==> src/rtl/core/mbe_pkg.sv <==
package mbe_pkg;

	// Default coordinate format: Q3.28 in a 32-bit word
	localparam int COORD_BITS_DEF = 32;
	localparam int FRAC_BITS_DEF  = 28;

	// Iteration counter and limit register
	localparam int                ITER_W       = 16;
	localparam logic [ITER_W-1:0] MAX_ITER_RST = 16'd256;

	// Widest single multiply the shared unit performs per cycle
	localparam int LIMB_MAX = 32;

endpackage

==> src/rtl/core/mbe_mul.sv <==
// Shared saturating fixed-point multiplier.
// Works on magnitudes split into limbs of at most LIMB_MAX bits; one limb
// product per cycle, registered, then shifted into a wide accumulator.
// The result is truncated toward zero by FRAC_BITS and saturated to the
// signed coordinate range. done pulses for one cycle; prod holds after it.
module mbe_mul
	import mbe_pkg::*;
#(
	parameter int COORD_BITS = COORD_BITS_DEF,
	parameter int FRAC_BITS  = FRAC_BITS_DEF
) (
	input  logic                         clk,
	input  logic                         arst_n,
	input  logic                         start,
	input  logic signed [COORD_BITS-1:0] a,
	input  logic signed [COORD_BITS-1:0] b,
	output logic                         done,
	output logic signed [COORD_BITS-1:0] prod
);

	localparam int NL = (COORD_BITS + LIMB_MAX - 1) / LIMB_MAX;
	localparam int LW = (COORD_BITS + NL - 1) / NL;
	localparam int MW = NL * LW;
	localparam int PW = 2 * MW;
	localparam int IW = (NL > 1) ? $clog2(NL) : 1;
	localparam int SW = IW + 1;

	localparam logic [COORD_BITS-1:0] CMAX = {1'b0, {(COORD_BITS-1){1'b1}}};
	localparam logic [IW-1:0]         LAST_LIMB = IW'(NL - 1);

	logic [COORD_BITS-1:0] mag_a, mag_b;
	logic [MW-1:0]         ma_q, mb_q;
	logic                  neg_q;
	logic [IW-1:0]         ia_q, ib_q;
	logic                  issue_q;
	logic                  issue_last;
	logic [2*LW-1:0]       pp_s1;
	logic [SW-1:0]         sh_s1;
	logic                  pv_s1, lst_s1;
	logic [PW-1:0]         acc_q;
	logic                  fin_q;
	logic                  done_q;
	logic [COORD_BITS-1:0] prod_q;

	logic [PW-1:0]         q_full;
	logic [COORD_BITS-1:0] limit;
	logic                  over;
	logic [COORD_BITS-1:0] q_sat;

	// Operand magnitudes; the most negative value maps to 2^(N-1)
	assign mag_a = a[COORD_BITS-1] ? (~a + 1'b1) : a;
	assign mag_b = b[COORD_BITS-1] ? (~b + 1'b1) : b;

	assign issue_last = (ia_q == LAST_LIMB) && (ib_q == LAST_LIMB);

	// Truncate, saturate against the sign-dependent limit
	assign q_full = acc_q >> FRAC_BITS;
	assign limit  = CMAX + COORD_BITS'(neg_q);
	assign over   = q_full > PW'(limit);
	assign q_sat  = over ? limit : q_full[COORD_BITS-1:0];

	always_ff @(posedge clk or negedge arst_n) begin
		if (!arst_n) begin
			ma_q    <= '0;
			mb_q    <= '0;
			neg_q   <= 1'b0;
			ia_q    <= '0;
			ib_q    <= '0;
			issue_q <= 1'b0;
			pp_s1   <= '0;
			sh_s1   <= '0;
			pv_s1   <= 1'b0;
			lst_s1  <= 1'b0;
			acc_q   <= '0;
			fin_q   <= 1'b0;
			done_q  <= 1'b0;
			prod_q  <= '0;
		end else begin
			// operand capture
			if (start) begin
				ma_q    <= MW'(mag_a);
				mb_q    <= MW'(mag_b);
				neg_q   <= a[COORD_BITS-1] ^ b[COORD_BITS-1];
				ia_q    <= '0;
				ib_q    <= '0;
				issue_q <= 1'b1;
				acc_q   <= '0;
			end else if (issue_q) begin
				if (issue_last) begin
					issue_q <= 1'b0;
				end else if (ib_q == LAST_LIMB) begin
					ib_q <= '0;
					ia_q <= ia_q + 1'b1;
				end else begin
					ib_q <= ib_q + 1'b1;
				end
			end

			// limb product stage
			pv_s1  <= issue_q && !start;
			lst_s1 <= issue_q && !start && issue_last;
			pp_s1  <= ma_q[ia_q*LW +: LW] * mb_q[ib_q*LW +: LW];
			sh_s1  <= SW'(ia_q) + SW'(ib_q);

			// accumulate
			if (pv_s1) begin
				acc_q <= acc_q + (PW'(pp_s1) << (sh_s1 * LW));
			end
			fin_q <= pv_s1 && lst_s1;

			// final saturation and sign
			done_q <= fin_q;
			if (fin_q) begin
				prod_q <= neg_q ? (~q_sat + 1'b1) : q_sat;
			end
		end
	end

	assign done = done_q;
	assign prod = prod_q;

endmodule

==> src/rtl/core/mandelbrot_escape_iterator.sv <==
// Mandelbrot escape-time iterator. Each input word is a point c (c_real,
// c_imag, signed fixed point with FRAC_BITS fraction bits, Q3.28 by default);
// the block iterates z = z*z + c from z = 0 with saturating arithmetic and
// returns, per point, the number of iterations done until |z|^2 reached 4 or
// max_iterations was hit, with last_in copied to last_out. A max_iterations
// of 0 gives a count of 0. One point is worked on at a time through a single
// shared multiplier that does three products per iteration (z_r*z_i, then
// the squares of the new z, which also serve the escape test). in_ready is
// high whenever no point is in flight; a finished count waits in the output
// register without holding up the next point.
// The configuration channel is always ready and should be written only
// while the block is idle.
module mandelbrot_escape_iterator
	import mbe_pkg::*;
#(
	parameter int COORD_BITS = COORD_BITS_DEF,
	parameter int FRAC_BITS  = FRAC_BITS_DEF
) (
	input  logic                         clk,
	input  logic                         arst_n,

	input  logic                         cfg_valid,
	output logic                         cfg_ready,
	input  logic [ITER_W-1:0]            max_iterations,

	input  logic                         in_valid,
	output logic                         in_ready,
	input  logic signed [COORD_BITS-1:0] c_real,
	input  logic signed [COORD_BITS-1:0] c_imag,
	input  logic                         last_in,

	output logic                         out_valid,
	input  logic                         out_ready,
	output logic [ITER_W-1:0]            iteration_count,
	output logic                         last_out
);

	typedef logic signed [COORD_BITS-1:0] coord_t;

	localparam coord_t CMAX = {1'b0, {(COORD_BITS-1){1'b1}}};
	localparam coord_t CMIN = {1'b1, {(COORD_BITS-1){1'b0}}};
	localparam coord_t ESC_LIM = (FRAC_BITS + 3 >= COORD_BITS) ?
		CMAX : (coord_t'(4) << FRAC_BITS);

	typedef enum logic [2:0] {
		S_IDLE,
		S_MUL_RI,
		S_UPD,
		S_MUL_RR,
		S_MUL_II,
		S_CHECK,
		S_OUT
	} state_t;

	state_t              state_q;
	logic [ITER_W-1:0]   max_it_q;
	logic                start_q;
	coord_t              cr_q, ci_q, zr_q, zi_q;
	coord_t              rr_q, ii_q, ri_q;
	logic [ITER_W-1:0]   n_q;
	logic                last_q;
	logic                out_valid_q;
	logic [ITER_W-1:0]   count_q;
	logic                last_out_q;

	coord_t              mul_a, mul_b, mul_prod;
	logic                mul_done;
	coord_t              nr, ni, esc_sum;
	logic                escape;
	logic                in_acc;

	// Saturating add and subtract in the coordinate range
	function automatic coord_t sat_add(input coord_t x, input coord_t y);
		logic signed [COORD_BITS:0] s;
		s = {x[COORD_BITS-1], x} + {y[COORD_BITS-1], y};
		if (s[COORD_BITS] != s[COORD_BITS-1])
			return s[COORD_BITS] ? CMIN : CMAX;
		return s[COORD_BITS-1:0];
	endfunction

	function automatic coord_t sat_sub(input coord_t x, input coord_t y);
		logic signed [COORD_BITS:0] s;
		s = {x[COORD_BITS-1], x} - {y[COORD_BITS-1], y};
		if (s[COORD_BITS] != s[COORD_BITS-1])
			return s[COORD_BITS] ? CMIN : CMAX;
		return s[COORD_BITS-1:0];
	endfunction

	// Shared multiplier
	mbe_mul #(
		.COORD_BITS (COORD_BITS),
		.FRAC_BITS  (FRAC_BITS)
	) u_mul (
		.clk    (clk),
		.arst_n (arst_n),
		.start  (start_q),
		.a      (mul_a),
		.b      (mul_b),
		.done   (mul_done),
		.prod   (mul_prod)
	);

	// Operand select for the current product
	always_comb begin
		case (state_q)
			S_MUL_RR: begin
				mul_a = zr_q;
				mul_b = zr_q;
			end
			S_MUL_II: begin
				mul_a = zi_q;
				mul_b = zi_q;
			end
			default: begin
				mul_a = zr_q;
				mul_b = zi_q;
			end
		endcase
	end

	// Next z and escape test
	assign nr      = sat_add(sat_sub(rr_q, ii_q), cr_q);
	assign ni      = sat_add(sat_add(ri_q, ri_q), ci_q);
	assign esc_sum = sat_add(rr_q, ii_q);
	assign escape  = esc_sum >= ESC_LIM;

	assign in_ready  = (state_q == S_IDLE);
	assign in_acc    = in_valid && in_ready;
	assign cfg_ready = 1'b1;

	// Sequencer
	always_ff @(posedge clk or negedge arst_n) begin
		if (!arst_n) begin
			state_q     <= S_IDLE;
			max_it_q    <= MAX_ITER_RST;
			start_q     <= 1'b0;
			cr_q        <= '0;
			ci_q        <= '0;
			zr_q        <= '0;
			zi_q        <= '0;
			rr_q        <= '0;
			ii_q        <= '0;
			ri_q        <= '0;
			n_q         <= '0;
			last_q      <= 1'b0;
			out_valid_q <= 1'b0;
			count_q     <= '0;
			last_out_q  <= 1'b0;
		end else begin
			start_q <= 1'b0;
			if (cfg_valid) begin
				max_it_q <= max_iterations;
			end
			if (out_valid_q && out_ready) begin
				out_valid_q <= 1'b0;
			end

			unique case (state_q)
				S_IDLE: begin
					if (in_acc) begin
						cr_q   <= c_real;
						ci_q   <= c_imag;
						last_q <= last_in;
						zr_q   <= '0;
						zi_q   <= '0;
						rr_q   <= '0;
						ii_q   <= '0;
						n_q    <= '0;
						if (max_it_q == '0) begin
							state_q <= S_OUT;
						end else begin
							state_q <= S_MUL_RI;
							start_q <= 1'b1;
						end
					end
				end
				S_MUL_RI: begin
					if (mul_done) begin
						ri_q    <= mul_prod;
						state_q <= S_UPD;
					end
				end
				S_UPD: begin
					zr_q    <= nr;
					zi_q    <= ni;
					n_q     <= n_q + 1'b1;
					state_q <= S_MUL_RR;
					start_q <= 1'b1;
				end
				S_MUL_RR: begin
					if (mul_done) begin
						rr_q    <= mul_prod;
						state_q <= S_MUL_II;
						start_q <= 1'b1;
					end
				end
				S_MUL_II: begin
					if (mul_done) begin
						ii_q    <= mul_prod;
						state_q <= S_CHECK;
					end
				end
				S_CHECK: begin
					if (escape || (n_q >= max_it_q)) begin
						state_q <= S_OUT;
					end else begin
						state_q <= S_MUL_RI;
						start_q <= 1'b1;
					end
				end
				S_OUT: begin
					if (!out_valid_q || out_ready) begin
						out_valid_q <= 1'b1;
						count_q     <= n_q;
						last_out_q  <= last_q;
						state_q     <= S_IDLE;
					end
				end
				default: begin
					state_q <= S_IDLE;
				end
			endcase
		end
	end

	assign out_valid       = out_valid_q;
	assign iteration_count = count_q;
	assign last_out        = last_out_q;

	// Squares coming back from the multiplier are never negative
	a_sq_nonneg: assert property (@(posedge clk) disable iff (!arst_n)
		(state_q == S_CHECK) |-> (!rr_q[COORD_BITS-1] && !ii_q[COORD_BITS-1]))
		else $error("negative square at escape test");

	// The multiplier only finishes while the sequencer waits for it
	a_done_in_mul: assert property (@(posedge clk) disable iff (!arst_n)
		mul_done |-> (state_q == S_MUL_RI || state_q == S_MUL_RR ||
			state_q == S_MUL_II))
		else $error("multiplier done outside a product step");

	// A zero limit skips iteration entirely
	a_zero_max: assert property (@(posedge clk) disable iff (!arst_n)
		(in_acc && (max_it_q == '0)) |=> (state_q == S_OUT && n_q == '0))
		else $error("zero limit did not go straight to output");

endmodule
==> config.mk <==
export PLATFORM = sky130hd
export DESIGN_NAME = mandelbrot_escape_iterator
export DESIGN_NICKNAME = d
export VERILOG_FILES = /design/src/rtl/core/mbe_pkg.sv /design/src/rtl/core/mbe_mul.sv /design/src/rtl/core/mandelbrot_escape_iterator.sv
export SDC_FILE = /design/constraint.sdc
export NUM_CORES = 2
export LEC_CHECK = 0
export ABC_CLOCK_PERIOD_IN_PS = 7300
export BUFFER_PORTS_ARGS = -buffer_cell sky130_fd_sc_hd__buf_2
export CAP_MARGIN = 10
export CORE_ASPECT_RATIO = 1.5
export CORE_UTILIZATION = 45
export CTS_BUF_LIST = sky130_fd_sc_hd__clkbuf_4 sky130_fd_sc_hd__clkbuf_8 sky130_fd_sc_hd__clkbuf_16
export DETAILED_ROUTE_END_ITERATION = 7
export SYNTH_ARGS = -nofsm -noshare
export SYNTH_HDL_FRONTEND = slang
export SYNTH_SLANG_ARGS = --single-unit
==> constraint.sdc <==
create_clock -name clk -period 7.3 [get_ports clk]
set_clock_uncertainty 0.15 [all_clocks]
set_input_delay 0.73 -clock clk [delete_from_list [all_inputs] [get_ports clk]]
set_output_delay 0.73 -clock clk [all_outputs]
set_load 0.02 [all_outputs]
==> metrics.txt <==
Seq. cell area 12,800 sq um; vias 52,144; final slew viol count 0; clk_lat worst skew 670 ps; num rows 172; final worst slack -843 ps; final core occ 0.515; CTS tree built; RSZ-0062 raised after global routing true; die area 149,000 sq um; clk slew on worst S/H paths 70 ps; global-route wire length before repair 322,000 um; TritonCTS Buffers 53; antenna violations before repair 23; net count reported at finish 9,100; WHS Path Cells 3; Post-Place Cell Area 72,400 sq um; CTS Sinks 511; vias in the first global route 55,827; main flop type after synthesis dfrtp_1; critical path's slowest cell fa_1; final hold viol count 0; failing checks setup timing; Worst path most repeated cell fa_1; total track usage 0.282; min-delay worst type in -> reg; synthesized area per cell 9.06 sq um; Yosys top cell by area fa_1; # DRC 0; Fillers 13,733; status finished with violations; total of max-cap violations 0; WL final 206,000 um; die extent in x 316 um; GPL Wtd Cong 0.975; Starting Density 0.453; share of post-route cells with drive strength above 1 0.139; GRT Residual Overflow 0; DR iter-0 viols 2,515; chip height 472 um; area grow syn2layout 13.5%; design area 75,300 sq um; Yosys warnings 0; Worst setup SP type flip-flop; largest net degree at the start of global routing 138; CTS Buffer Depth 3; distinct cell type count after synthesis 99; Netlist Area Pre-Place 66,400 sq um; CP required 7700 ps; multi-input logic area 49,000 sq um; cell count of the worst reg-to-reg path 32; Post-Syn Nets 8,820; fmax 123 MHz; crit-path max FO 12; final worst path period need 8140 ps; DP Wirelength 173,000 um; Worst path max stage delay 570 ps; Tcrit/Tclk final 1.12; Post-synth EDFFs 0; TNS Setup -17,950 ps; Setup Viol. Count Final 39; critical path class reg -> reg; Worst EP arrival 8540 ps; async set or reset register ratio after synthesis 1.00; PortBufs 104; Worst Max-Slew Pin Slew 1000 ps; Seq/Total Area, Yosys 0.193; routed len/inst 21.5 um; Pre-antenna DRT Iters 5; post-synth top area share 0.272; IO Pins 106; relative slew slack 0.328; flops & latches, synth 511; Synth area leaders fa_1 27%, dfrtp_1 19%, ha_1 9.6%; CTS root buffer clkbuf_16; critical path capture point type flip-flop; H-Tree Depth 2; synthesized instance count 7,326; vias per cell 5.44; Final ANT Viol Nets 0; Worst Hold Slack 107 ps; Core Footprint 146,000 sq um
==> registers in the layout (all words and copies together) (netlist names), 3 cells and up <==
register	flops
zi_q	32
zr_q	32
ii_q	32
cr_q	32
ri_q	32
iteration_count	16
u_mul.pp_s1	64
state_q	3
rr_q	32
max_it_q	16
ci_q	32
u_mul.ma_q	32
n_q	16
u_mul.mb_q	32
u_mul.acc_q	64
u_mul.prod	32
==> stage by stage <==
step	worst slack, ps	std cells
global placement	-1040	9430
CTS	-841	9556
floorplan	-180	7326
finish	-843	9579
detailed placement	-1100	9430
global route	-1130	9578
==> critical path, delay by kind of cell (launching register included) <==
family,cells,cell delay (ps)
AOI/OAI and AO/OA,5,930
xor gates and xnor gates,1,120
adders and majority gates,9,4220
buffers and inverters,10,1200
DFF,1,420
and+or+nand+nor,7,1000
==> layout by cell type (no fill, tap or decap), drive strengths merged, types with 22 or more instances in the layout <==
cell type | netlist | routed
nand3 | 111 | 111
nor2 | 230 | 230
xor2 | 95 | 95
mux2i | 76 | 76
o21a | 45 | 45
and2 | 593 | 593
inv | 1032 | 1035
nor3 | 78 | 78
dfrtp | 510 | 510
o31ai | 39 | 39
nand2 | 959 | 959
nand2b | 39 | 39
buf | 37 | 609
a31oi | 53 | 53
a21o | 157 | 157
nand4 | 44 | 44
mux2 | 152 | 152
clkbuf | 350 | 67
a221o | 36 | 36
a21oi | 294 | 294
o21bai | 34 | 34
and3 | 58 | 58
a211oi | 27 | 27
fa | 901 | 901
nor4 | 22 | 22
ha | 507 | 507
nor2b | 101 | 102
o211ai | 25 | 25
o21ai | 338 | 338
xnor2 | 170 | 170
==> final timing paths <==
kind | from | slack, ps | end
min reg2reg | ci_q[18] | 330 | ci_q[18]
min in group asynchronous | arst_n | 540 | zi_q[22]
max in group asynchronous | arst_n | 5030 | zi_q[2]
max | u_mul.ia_q | -840 | u_mul.pp_s1[59]
min | c_real[26] | 110 | cr_q[26]
max reg2reg | u_mul.ia_q | -840 | u_mul.pp_s1[59]
==> Yosys cell counts, types with 7 or more instances <==
| cell | count |
|---|---|
| nor2b_1 | 101 |
| buf_1 | 12 |
| a2111oi_0 | 8 |
| and4_1 | 9 |
| o21a_1 | 45 |
| inv_1 | 1032 |
| nand4_1 | 44 |
| or3_1 | 16 |
| or4_1 | 8 |
| xnor2_1 | 170 |
| o221ai_1 | 12 |
| xor2_1 | 95 |
| mux2i_1 | 76 |
| buf_2 | 18 |
| a221o_1 | 36 |
| a22o_1 | 13 |
| o21bai_1 | 34 |
| clkbuf_1 | 350 |
| o31ai_1 | 38 |
| a21oi_1 | 290 |
| nor3_1 | 77 |
| ha_1 | 507 |
| a21o_1 | 156 |
| o211ai_1 | 24 |
| a211oi_1 | 26 |
| nand2_1 | 959 |
| a311oi_1 | 7 |
| nand2b_1 | 39 |
| nor2_1 | 229 |
| a211o_1 | 13 |
| a31o_2 | 10 |
| nand3_1 | 111 |
| fa_1 | 901 |
| and3_1 | 58 |
| dfrtp_1 | 510 |
| o21ai_0 | 324 |
| and2_1 | 592 |
| maj3_1 | 9 |
| nor3b_1 | 7 |
| mux2_2 | 152 |
| a31oi_1 | 52 |
| o21ai_1 | 13 |
| nor4_1 | 21 |
| o22ai_1 | 16 |
==> final cells by class <==
class                      count  area share
clock buffer                  67      0.0195
antenna                       14    0.000465
inverter                    1032      0.0514
multi-input combinational   5397       0.651
clock inverter                33     0.00660
sequential                   511       0.170
tap                         1914      0.0318
timing repair buffer         611      0.0695
==> cell families after synthesis <==
family          Yosys count  share of synthesized area
flops                   511                      0.193
fa+ha+maj              1417                      0.369
simple gates           2293                      0.169
buf+inv                1419                     0.0812
compound gates         1192                      0.116
xor+xnor                265                     0.0350
mux                     228                     0.0373
other cells               1                  0.0000565
==> routing by layer <==
metal | up-vias | wire (um) | share of wire | GRT usage
li1 | 24153 | - | - | -
met1 | 26338 | 74900 | 0.36 | 0.309
met2 | 1201 | 108000 | 0.52 | 0.517
met3 | 450 | 7590 | 0.037 | 0.0288
met4 | 2 | 15600 | 0.076 | 0.177
met5 | - | 13 | 0.000063 | 0
==> repair_timing <==
action                                  CTS  global route
pin swaps                                21             9
cloned                                    1             1
setup buffers                            24             8
hold buffers                              1             0
endpoints found under the hold margin    52             0
endpoints found under the setup margin   44            75
gates resized for setup                  78            66
Power is not shown: default switching activity piles up to over one toggle a cycle in this logic, so the estimate is an artifact.
